### src/rtl/ers_pkg.sv
// ----------------------------------------------------------------------------
// ers_pkg
// Shared constants and controller/datapath interface types for the exact
// integer root search block.
// ----------------------------------------------------------------------------
package ers_pkg;

    localparam int VALUE_BITS_DEFAULT = 31;
    localparam int EXP_BITS           = 6;
    localparam int MUL_PARTIALS       = 4;
    localparam int MUL_CNT_BITS       = 3;

    typedef struct packed {
        logic load;
        logic trivial_res;
        logic pow_init;
        logic mul_acc;
        logic mul_sq;
        logic mul_step;
        logic bound_update;
        logic final_res;
        logic out_load;
    } t_ers_cmd;

    typedef struct packed {
        logic trivial;
        logic lo_lt_hi;
        logic e_bit0;
        logic e_more;
        logic mul_last;
    } t_ers_sts;

endpackage

### src/rtl/ers_datapath.sv
// ----------------------------------------------------------------------------
// ers_datapath
// Search bounds, saturating square-and-multiply registers, a shared
// multiplier that forms each product from four half-width partial products,
// and the result and output registers.
// ----------------------------------------------------------------------------
module ers_datapath #(
    parameter int VALUE_BITS = ers_pkg::VALUE_BITS_DEFAULT
) (
    input  logic                          i_clk,
    input  ers_pkg::t_ers_cmd             i_cmd,
    input  logic [VALUE_BITS-1:0]         i_target_value,
    input  logic [ers_pkg::EXP_BITS-1:0]  i_exponent,
    output ers_pkg::t_ers_sts             o_sts,
    output logic                          o_found,
    output logic [VALUE_BITS-1:0]         o_root
);

    localparam int W  = VALUE_BITS + 1;
    localparam int H  = (W + 1) / 2;
    localparam int PW = 2 * H;
    localparam int SW = 4 * H;
    localparam int EB = ers_pkg::EXP_BITS;
    localparam int CB = ers_pkg::MUL_CNT_BITS;

    logic [VALUE_BITS-1:0] r_n;
    logic [EB-1:0]         r_m;
    logic [W-1:0]          r_cap;
    logic [VALUE_BITS-1:0] r_lo;
    logic [VALUE_BITS-1:0] r_hi;
    logic [VALUE_BITS-1:0] r_mid;
    logic [W-1:0]          r_acc;
    logic [W-1:0]          r_sq;
    logic [EB-1:0]         r_e;
    logic                  r_dest_sq;
    logic [CB-1:0]         r_mcnt;
    logic [PW-1:0]         r_pp;
    logic [1:0]            r_ppk;
    logic [SW-1:0]         r_sum;
    logic                  r_res_found;
    logic [VALUE_BITS-1:0] r_res_root;
    logic                  r_out_found;
    logic [VALUE_BITS-1:0] r_out_root;

    logic [VALUE_BITS-1:0] mid_new;
    logic [W-1:0]          op_a;
    logic [PW-1:0]         a_ext;
    logic [PW-1:0]         b_ext;
    logic [H-1:0]          a_part;
    logic [H-1:0]          b_part;
    logic [SW-1:0]         pp_shifted;
    logic [SW-1:0]         sum_next;
    logic [W-1:0]          sat_prod;
    logic                  hit;

    always_comb begin
        mid_new = (r_lo < r_hi) ? (r_lo + ((r_hi - r_lo) >> 1)) : r_lo;
        op_a    = r_dest_sq ? r_sq : r_acc;
        a_ext   = PW'(op_a);
        b_ext   = PW'(r_sq);
        a_part  = r_mcnt[1] ? a_ext[PW-1:H] : a_ext[H-1:0];
        b_part  = r_mcnt[0] ? b_ext[PW-1:H] : b_ext[H-1:0];
        case (r_ppk) inside
            2'd0:       pp_shifted = SW'(r_pp);
            2'd1, 2'd2: pp_shifted = SW'(r_pp) << H;
            default:    pp_shifted = SW'(r_pp) << PW;
        endcase
        sum_next = r_sum + pp_shifted;
        sat_prod = (sum_next > SW'(r_cap)) ? r_cap : sum_next[W-1:0];
        hit      = (r_acc == W'(r_n));
    end

    always_ff @(posedge i_clk) begin
        if (i_cmd.load) begin
            r_n   <= i_target_value;
            r_m   <= i_exponent;
            r_cap <= W'(i_target_value) + W'(1);
            r_lo  <= '0;
            r_hi  <= i_target_value - VALUE_BITS'(1);
        end
        if (i_cmd.trivial_res) begin
            r_res_found <= (r_m == '0) && (r_n == VALUE_BITS'(1));
            r_res_root  <= '0;
        end
        if (i_cmd.pow_init) begin
            r_mid <= mid_new;
            r_sq  <= W'(mid_new);
            r_acc <= W'(1);
            r_e   <= r_m;
        end
        if (i_cmd.mul_acc || i_cmd.mul_sq) begin
            r_dest_sq <= i_cmd.mul_sq;
            r_mcnt    <= '0;
            r_sum     <= '0;
            if (i_cmd.mul_sq) begin
                r_e <= r_e >> 1;
            end
        end
        if (i_cmd.mul_step) begin
            r_mcnt <= r_mcnt + CB'(1);
            if (r_mcnt != CB'(ers_pkg::MUL_PARTIALS)) begin
                r_pp  <= PW'(a_part) * PW'(b_part);
                r_ppk <= r_mcnt[1:0];
            end
            if (r_mcnt == CB'(ers_pkg::MUL_PARTIALS)) begin
                if (r_dest_sq) begin
                    r_sq <= sat_prod;
                end else begin
                    r_acc <= sat_prod;
                end
            end else if (r_mcnt != '0) begin
                r_sum <= sum_next;
            end
        end
        if (i_cmd.bound_update) begin
            if (r_acc >= W'(r_n)) begin
                r_hi <= r_mid;
            end else begin
                r_lo <= r_mid + VALUE_BITS'(1);
            end
        end
        if (i_cmd.final_res) begin
            r_res_found <= hit;
            r_res_root  <= hit ? r_lo : '0;
        end
        if (i_cmd.out_load) begin
            r_out_found <= r_res_found;
            r_out_root  <= r_res_root;
        end
    end

    assign o_sts.trivial  = (r_n == '0) || (r_m == '0);
    assign o_sts.lo_lt_hi = (r_lo < r_hi);
    assign o_sts.e_bit0   = r_e[0];
    assign o_sts.e_more   = (r_e[EB-1:1] != '0);
    assign o_sts.mul_last = (r_mcnt == CB'(ers_pkg::MUL_PARTIALS));
    assign o_found        = r_out_found;
    assign o_root         = r_out_root;

endmodule

### src/rtl/ers_controller.sv
// ----------------------------------------------------------------------------
// ers_controller
// Sequences one transaction: trivial-case check, bisection over the
// candidates, square-and-multiply for each probe, and result hand-off.
// ----------------------------------------------------------------------------
module ers_controller (
    input  logic               i_clk,
    input  logic               i_rst_n,
    input  logic               i_in_valid,
    output logic               o_in_stall,
    output logic               o_out_valid,
    input  logic               i_out_stall,
    input  ers_pkg::t_ers_sts  i_sts,
    output ers_pkg::t_ers_cmd  o_cmd
);

    typedef enum logic [2:0] {
        S_IDLE,
        S_START,
        S_BIS,
        S_POW_BIT,
        S_POW_SQ,
        S_MUL,
        S_POW_DONE,
        S_DONE
    } t_state;

    t_state r_state;
    t_state n_state;
    logic   r_final;
    logic   n_final;
    logic   r_after_sq;
    logic   n_after_sq;
    logic   r_out_valid;
    logic   n_out_valid;

    always_comb begin
        n_state     = r_state;
        n_final     = r_final;
        n_after_sq  = r_after_sq;
        n_out_valid = r_out_valid;
        o_cmd       = '0;
        if (r_out_valid && !i_out_stall) begin
            n_out_valid = 1'b0;
        end
        unique case (r_state)
            S_IDLE: begin
                if (i_in_valid) begin
                    o_cmd.load = 1'b1;
                    n_state    = S_START;
                end
            end
            S_START: begin
                if (i_sts.trivial) begin
                    o_cmd.trivial_res = 1'b1;
                    n_state           = S_DONE;
                end else begin
                    n_state = S_BIS;
                end
            end
            S_BIS: begin
                o_cmd.pow_init = 1'b1;
                n_final        = !i_sts.lo_lt_hi;
                n_state        = S_POW_BIT;
            end
            S_POW_BIT: begin
                if (i_sts.e_bit0) begin
                    o_cmd.mul_acc = 1'b1;
                    n_after_sq    = 1'b0;
                    n_state       = S_MUL;
                end else begin
                    n_state = S_POW_SQ;
                end
            end
            S_POW_SQ: begin
                if (i_sts.e_more) begin
                    o_cmd.mul_sq = 1'b1;
                    n_after_sq   = 1'b1;
                    n_state      = S_MUL;
                end else begin
                    n_state = S_POW_DONE;
                end
            end
            S_MUL: begin
                o_cmd.mul_step = 1'b1;
                if (i_sts.mul_last) begin
                    n_state = r_after_sq ? S_POW_BIT : S_POW_SQ;
                end
            end
            S_POW_DONE: begin
                if (r_final) begin
                    o_cmd.final_res = 1'b1;
                    n_state         = S_DONE;
                end else begin
                    o_cmd.bound_update = 1'b1;
                    n_state            = S_BIS;
                end
            end
            S_DONE: begin
                if (!r_out_valid || !i_out_stall) begin
                    o_cmd.out_load = 1'b1;
                    n_out_valid    = 1'b1;
                    n_state        = S_IDLE;
                end
            end
            default: begin
                n_state = S_IDLE;
            end
        endcase
    end

    always_ff @(posedge i_clk) begin
        if (!i_rst_n) begin
            r_state     <= S_IDLE;
            r_final     <= 1'b0;
            r_after_sq  <= 1'b0;
            r_out_valid <= 1'b0;
        end else begin
            r_state     <= n_state;
            r_final     <= n_final;
            r_after_sq  <= n_after_sq;
            r_out_valid <= n_out_valid;
        end
    end

    assign o_in_stall  = (r_state != S_IDLE);
    assign o_out_valid = r_out_valid;

endmodule

### src/rtl/exact_integer_root_search.sv
// ----------------------------------------------------------------------------
// exact_integer_root_search
// Finds the candidate i below n whose m-th power equals n exactly.
//
// The input channel (i_in_valid / o_in_stall) carries a target n and an
// exponent m; the output channel (o_out_valid / i_out_stall) returns one
// transaction per input with a found flag and the root, which is 0 when
// nothing matched. Products are saturated just above n, so overflow never
// produces a false match.
// One transaction is worked on at a time. A zero target or zero exponent
// skips the search. Otherwise the block bisects the candidates, using
// about ceil(log2 n) + 1 probes, and each probe runs square-and-multiply with
// up to 2*bits(m) - 1 products on one shared multiplier that forms each
// product from four half-width partial products plus the saturating add.
// While a finished result is stalled in the output register, the next
// transaction is accepted and computed; it waits for the register to empty.
// Reset clears the controller and the output valid; no transaction survives.
// ----------------------------------------------------------------------------
module exact_integer_root_search #(
    parameter int VALUE_BITS = ers_pkg::VALUE_BITS_DEFAULT
) (
    input  logic                          i_clk,
    input  logic                          i_rst_n,
    input  logic                          i_in_valid,
    output logic                          o_in_stall,
    input  logic [VALUE_BITS-1:0]         i_target_value,
    input  logic [ers_pkg::EXP_BITS-1:0]  i_exponent,
    output logic                          o_out_valid,
    input  logic                          i_out_stall,
    output logic                          o_found,
    output logic [VALUE_BITS-1:0]         o_root
);

    ers_pkg::t_ers_cmd cmd;
    ers_pkg::t_ers_sts sts;

    ers_controller u_ctrl (
        .i_clk       (i_clk),
        .i_rst_n     (i_rst_n),
        .i_in_valid  (i_in_valid),
        .o_in_stall  (o_in_stall),
        .o_out_valid (o_out_valid),
        .i_out_stall (i_out_stall),
        .i_sts       (sts),
        .o_cmd       (cmd)
    );

    ers_datapath #(
        .VALUE_BITS (VALUE_BITS)
    ) u_dp (
        .i_clk          (i_clk),
        .i_cmd          (cmd),
        .i_target_value (i_target_value),
        .i_exponent     (i_exponent),
        .o_sts          (sts),
        .o_found        (o_found),
        .o_root         (o_root)
    );

endmodule

### config.mk
export PLATFORM = sky130hd
export DESIGN_NAME = exact_integer_root_search
export DESIGN_NICKNAME = d
export VERILOG_FILES = /design/src/rtl/ers_pkg.sv /design/src/rtl/ers_datapath.sv /design/src/rtl/ers_controller.sv /design/src/rtl/exact_integer_root_search.sv
export SDC_FILE = /design/constraint.sdc
export NUM_CORES = 2
export LEC_CHECK = 0
export ABC_AREA = 1
export BUFFER_PORTS_ARGS = -buffer_cell sky130_fd_sc_hd__buf_2
export CAP_MARGIN = 40
export CORE_MARGIN = 3
export CORE_UTILIZATION = 40
export CTS_CLUSTER_DIAMETER = 150
export DETAILED_ROUTE_END_ITERATION = 8
export SKIP_CTS_REPAIR_TIMING = 1
export SLEW_MARGIN = 10
export SYNTH_ARGS = -nofsm -noshare
export SYNTH_HDL_FRONTEND = slang
export SYNTH_SLANG_ARGS = --single-unit
### constraint.sdc
create_clock -name i_clk -period 6.8 [get_ports i_clk]
set_input_delay 1.36 -clock i_clk [delete_from_list [all_inputs] [get_ports i_clk]]
set_output_delay 1.36 -clock i_clk [all_outputs]
set_load 0.02 [all_outputs]
* Word-level counts from Yosys, hierarchy flattened
Cells that the tools add are included.
** Word-level totals
- Flip-flop bits (word level) :: 404
- Logic and storage cells :: 138
- Output and inout port bits :: 34
** Cells by class
- Reductions and logical operators :: 22
- Multiply operators :: 1
- Order comparisons :: 3
- Add/subtract/negate cells :: 7
- Eq/ne operators :: 18
- Muxes and demuxes :: 65
** Operators with widths (count)
- 64-bit two-way mux :: 6
- 32-bit two-way mux :: 10
- 31-bit two-way mux :: 10
- 64-bit adder :: 1
- 64-bit by 32-bit > comparator with 1-bit output :: 1
- 31-bit by 1-bit adder with 32-bit output (second input constant) :: 1
- 32-bit by 31-bit equality test with 1-bit output :: 1
- 32-bit by 31-bit >= comparator with 1-bit output :: 1
- 16-bit by 16-bit multiplier with 32-bit output :: 1
- 16-bit two-way mux :: 2
- 31-bit by 1-bit adder with 31-bit output (second input constant) :: 1
- 31-bit by 30-bit adder with 31-bit output :: 1
- 31-bit by 1-bit equality test with 1-bit output (second input constant) :: 1
- 31-bit logical NOT :: 1
- 31-bit < comparator :: 1
- 31-bit by 1-bit subtractor with 31-bit output (second input constant) :: 1
- 31-bit subtractor :: 1
- 3-bit two-way mux :: 8
- 3-bit case mux with 8 select lines :: 1
- 1-bit two-way mux :: 22
- 6-bit two-way mux :: 3
- 3-bit equality test (second input constant) :: 5
- 3-bit by 2-bit equality test with 1-bit output (second input constant) :: 2
- 6-bit logical NOT :: 1
- 20 further kinds :: 33

* Depth between registers and ports, before layout
- Word-level depth :: 10
- Mapped depth :: 38

* Cells and area by module
A second synthesis with hierarchy kept.
** Second synthesis, totals
- Cell total of the unflattened synthesis :: 5257
- Area, all modules :: 37135.6 um^2
** Modules (own cells, without submodules)
- ers_datapath :: area an instance 36706.5 um^2, seq. area each 9989.6 um^2, cells an instance 5185, instances 1
- ers_controller :: area an instance 429.2 um^2, seq. area each 120.1 um^2, cells an instance 72, instances 1

* Worst setup path after synthesis
Ideal clock, no wire load.
- Path kind :: register to register
- From :: register u_dp.r_dest_sq
- To :: register u_dp.r_pp[31], data pin
- Data arrival time :: 6301 ps
- Data required time :: 6535 ps
- Library setup time :: 265 ps
- Clock period less this slack :: 6566 ps
- Path buffers :: 3
- Setup slack :: 234 ps
- Cell stages (with the launch flop) :: 33
- Cells stage by stage :: edfxtp_1 clkbuf_1 clkinv_1 clkbuf_1 nand2_1 o211ai_1 nand2_1 inv_1 clkbuf_1 nand2_1 fa_1 inv_1 fa_1 inv_1 fa_1 inv_1 fa_1 fa_1 inv_1 fa_1 inv_1 ha_1 a21oi_1 nor2_1 a211oi_1 o21ai_0 nand2_1 nand3_1 nand3_1 nand2_1 a31oi_1 o21ai_0 xor2_1
** On the way
- Cells in the longest elaborated chain, start to end :: 3
** RTL lines
- start: declaration :: line ers_datapath.sv:35 : logic r_dest_sq;
- start signal: assignment :: line ers_datapath.sv:92 : r_dest_sq <= i_cmd.mul_sq;
- 32-bit two-way mux :: line ers_datapath.sv:58 : op_a = r_dest_sq ? r_sq : r_acc;
- 16-bit two-way mux :: line ers_datapath.sv:61 : a_part = r_mcnt[1] ? a_ext[PW-1:H] : a_ext[H-1:0];
- 16-bit by 16-bit multiplier with 32-bit output :: line ers_datapath.sv:102 : r_pp <= PW'(a_part) * PW'(b_part);
- end signal: assignment :: line ers_datapath.sv:102
- end: declaration :: line ers_datapath.sv:37 : logic [PW-1:0] r_pp;
Every way passes these cells.
A chain may end at the register's enable or synchronous reset.

* Worst setup path after layout
- From :: register u_dp.r_mcnt[0]
- To :: register u_dp.r_pp[30], data pin
** On the way
- Cells in the longest elaborated chain, start to end :: 2
** RTL lines
- start: declaration :: line ers_datapath.sv:36 : logic [CB-1:0] r_mcnt;
- start signal: assignment :: line ers_datapath.sv:100 : r_mcnt <= r_mcnt + CB'(1);
- 16-bit two-way mux :: line ers_datapath.sv:62 : b_part = r_mcnt[0] ? b_ext[PW-1:H] : b_ext[H-1:0];
- 16-bit by 16-bit multiplier with 32-bit output :: line ers_datapath.sv:102
Every way passes these cells.

==> summary.json <==
{
  "run_status": {"value": "complete, no violations"},
  "synthesis.instances": {"value": 5243},
  "routabilityCongestion": {"value": 1.02},
  "drv.max_cap_violation_count": {"value": 0},
  "hpwl": {"value": 105000, "unit": "um"},
  "syn_avg_cell_area": {"value": 7.03, "unit": "um^2"},
  "timing.reg2reg.worst_path_depth": {"value": 22},
  "post_synth_edffs": {"value": 202},
  "synth.distinct_cells": {"value": 45},
  "finalClockSkew": {"value": 60.7, "unit": "ps"},
  "tritoncts_num_sinks": {"value": 404},
  "cts.htree.levels": {"value": 2},
  "timing.critical_path.from_type": {"value": "flip-flop"},
  "post-synth-top-count-cell": {"value": "nand2_1"},
  "worst_setup_path_end_kind": {"value": "flip-flop"},
  "gr-total-overflow": {"value": 0},
  "critPathCapture": {"value": "u_dp.r_pp[30]"},
  "ant_nets": {"value": 0},
  "arrival": {"value": 6850, "unit": "ps"},
  "max_clock_freq": {"value": 154, "unit": "MHz"},
  "synth_largest_area_cell": {"value": "edfxtp_1"},
  "synthToLayoutAreaGrowth": {"value": 11.6, "unit": "%"},
  "cp-startpoint": {"value": "u_dp.r_mcnt[0]"},
  "timing_max_transition_violations_final": {"value": 0},
  "synthDominantCellAreaShare": {"value": 0.164},
  "input_output_buffers": {"value": 74},
  "detailroute.via_count": {"value": 34030},
  "core_area": {"value": 0.0907, "unit": "mm^2"},
  "finalWirelength": {"value": 128000, "unit": "um"},
  "finish.utilization": {"value": 0.454},
  "reg2reg_slack": {"value": 290, "unit": "ps"},
  "worst_ep_required": {"value": 7140, "unit": "ps"},
  "cts_made_buffers": {"value": 48},
  "detail_route.iter0.violations": {"value": 2851},
  "grtUsageTotal": {"value": 0.264},
  "postSynth.topFlopCell": {"value": "edfxtp_1"},
  "tightestPinTransition": {"value": 866, "unit": "ps"},
  "synth.area.top_cells": {"value": "edfxtp_1 16%, nand2_1 14%, dfxtp_1 11%"},
  "synth-seq-area-share": {"value": 0.274},
  "total_number_of_yosys_warnings": {"value": 0},
  "initial_core_util": {"value": 0.407},
  "ioPinCount": {"value": 75},
  "clk_latency": {"value": 640, "unit": "ps"},
  "grt_antenna_before_repair": {"value": 14},
  "placement_rows": {"value": 110},
  "crit-reg2reg-capture": {"value": "u_dp.r_pp[30]"},
  "proportion_of_layout_cells_with_a_drive_suffix_above_1": {"value": 0.0699},
  "grt_max_degree": {"value": 72},
  "critical_path.reg2reg.startpoint": {"value": "u_dp.r_mcnt[0]"},
  "die_h": {"value": 310, "unit": "um"},
  "crit_path_max_fanout": {"value": 15},
  "drt_first_pass_iters": {"value": 6},
  "hold_path.class": {"value": "flip-flop to flip-flop"},
  "report.final.hold_viol_count": {"value": 0},
  "floorplan.die_area": {"value": 0.0959, "unit": "mm^2"},
  "drt-wirelength-per-cell": {"value": 19.4, "unit": "um"},
  "vias_in_the_first_global_route": {"value": 33000},
  "avgViaCountPerCell": {"value": 5.16},
  "maxSlewHeadroom": {"value": 0.423},
  "share_of_flip_flops_with_an_asynchronous_set_or_reset": {"value": 0},
  "yosys_register_bits": {"value": 404},
  "detail_route.drc_violations": {"value": 0},
  "clk_pin_slew_worst_paths": {"value": 60, "unit": "ps"},
  "finalSetupViolations": {"value": 0},
  "post_synth_instance_area": {"value": 0.0369, "unit": "mm^2"},
  "layout_worst_path_cycle_share": {"value": 0.958},
  "cts_max_path_buffers": {"value": 3},
  "final_nets": {"value": 5905},
  "grt_pass1_wl": {"value": 194000, "unit": "um"},
  "floorplan.die.width": {"value": 310, "unit": "um"},
  "clockRootBuffer": {"value": "clkbuf_16"},
  "cts_tree": {"value": "built"},
  "mappedNetlistNets": {"value": 5780},
  "final_critical_path_required_period": {"value": 6510, "unit": "ps"},
  "synth_commonest_cells": {"value": "1,410 x nand2_1, 911 x inv_1, 464 x nor2_1"},
  "path_class": {"value": "flip-flop to flip-flop"}
}
==> cell type report <==
class / count / area (um^2)
Antenna cell: 9 / 22.5
Clock buffer: 61 / 1330
Clock inverter: 29 / 353
Fill cell: 9391 / 49500
Inverter: 961 / 3630
Multi-Input combinational cell: 3736 / 22700
Sequential cell: 404 / 10100
Tap cell: 1176 / 1470
Timing Repair Buffer: 216 / 1560
Timing Repair inverter: 1 / 7.51
==> logic make-up after synthesis <==
logic type,count (synthesis),share of synthesized area
xor+xnor,164,0.0389
buf+inv,1103,0.113
fa+ha+maj,496,0.208
compound gates,655,0.0964
flops,404,0.274
simple gates,2421,0.269
==> per-stage QoR <==
step	TNS, ps	std cells	instance area [um^2]	hold slack [ps]	worst slack (ps)
finish	0	6593	41200	417	288
global route	-7.00	6590	41200	429	-7.00
CTS	0	6575	41000	418	32.1
detailed placement	0	6485	39300	405	75.6
global placement	0	6483	39300	406	137
floorplan	0	5243	36900	400	234
==> sequential cells by signal, indices dropped and copies added (netlist names) <==
register            cells
u_ctrl.o_out_valid      1
u_dp.r_cap             32
u_dp.b_ext             32
u_dp.r_m                6
u_dp.r_ppk              2
u_dp.o_found            1
u_dp.r_dest_sq          1
u_ctrl.r_after_sq       1
u_dp.r_acc             32
u_dp.r_e                6
u_dp.r_mid             31
u_ctrl.r_state          3
u_ctrl.r_final          1
u_dp.r_lo              31
u_dp.o_root            31
u_dp.r_res_root        31
u_dp.r_pp              32
u_dp.r_n               31
u_dp.r_res_found        1
u_dp.r_hi              31
u_dp.r_sum             64
u_dp.r_mcnt             3
==> critical path: stages (launching register included) <==
cell and delay (ps):
edfxtp_1 420, buf_4 210, o21ai_1 280, buf_4 300, nand2_1 170, fa_1 590, inv_1 60, fa_1 480
fa_1 560, fa_1 450, fa_1 490, inv_1 50, fa_1 470, inv_1 110, ha_1 310, buf_4 160
a21oi_1 200, o21ai_0 140, inv_1 100, nand2_1 60, a221oi_1 230, o21ai_0 180, xor2_1 190
==> routing by layer <==
metal	GRT usage	wire (um)	vias to the layer above
met5	0	41	-
met4	0.0935	4800	6
met3	0.0341	7130	210
met2	0.453	60700	977
met1	0.342	55000	15947
li1	-	-	16890
==> cells in the final DEF, fill, tap and decap left out, drive strengths merged, types with 38 or more instances in the layout <==
master,synthesis,routed
edfxtp,202,202
nor3,73,73
buf,35,216
o21ai,296,296
nor2,467,467
xnor2,51,51
fa,197,197
xor2,113,113
nand4,38,38
ha,299,299
dfxtp,202,202
inv,948,951
clkbuf,107,61
nand3,388,388
a21oi,244,244
nand2,1411,1411
==> worst min path at each step <==
stage                                   start              end  slack (ps)  cells past startpoint
after global placement     u_dp.r_res_root[0]   u_dp.o_root[0]         410                      0
final                      u_dp.r_res_root[0]   u_dp.o_root[0]         420                      0
after CTS                 u_dp.r_res_root[27]  u_dp.o_root[27]         420                      0
after detailed placement   u_dp.r_res_root[0]   u_dp.o_root[0]         400                      0
after global routing       u_dp.r_res_root[0]   u_dp.o_root[0]         430                      0
after floorplan              u_dp.r_res_found     u_dp.o_found         400                      0
Power is not shown: default switching activity piles up to over one toggle a cycle in this logic, so the estimate is an artifact.
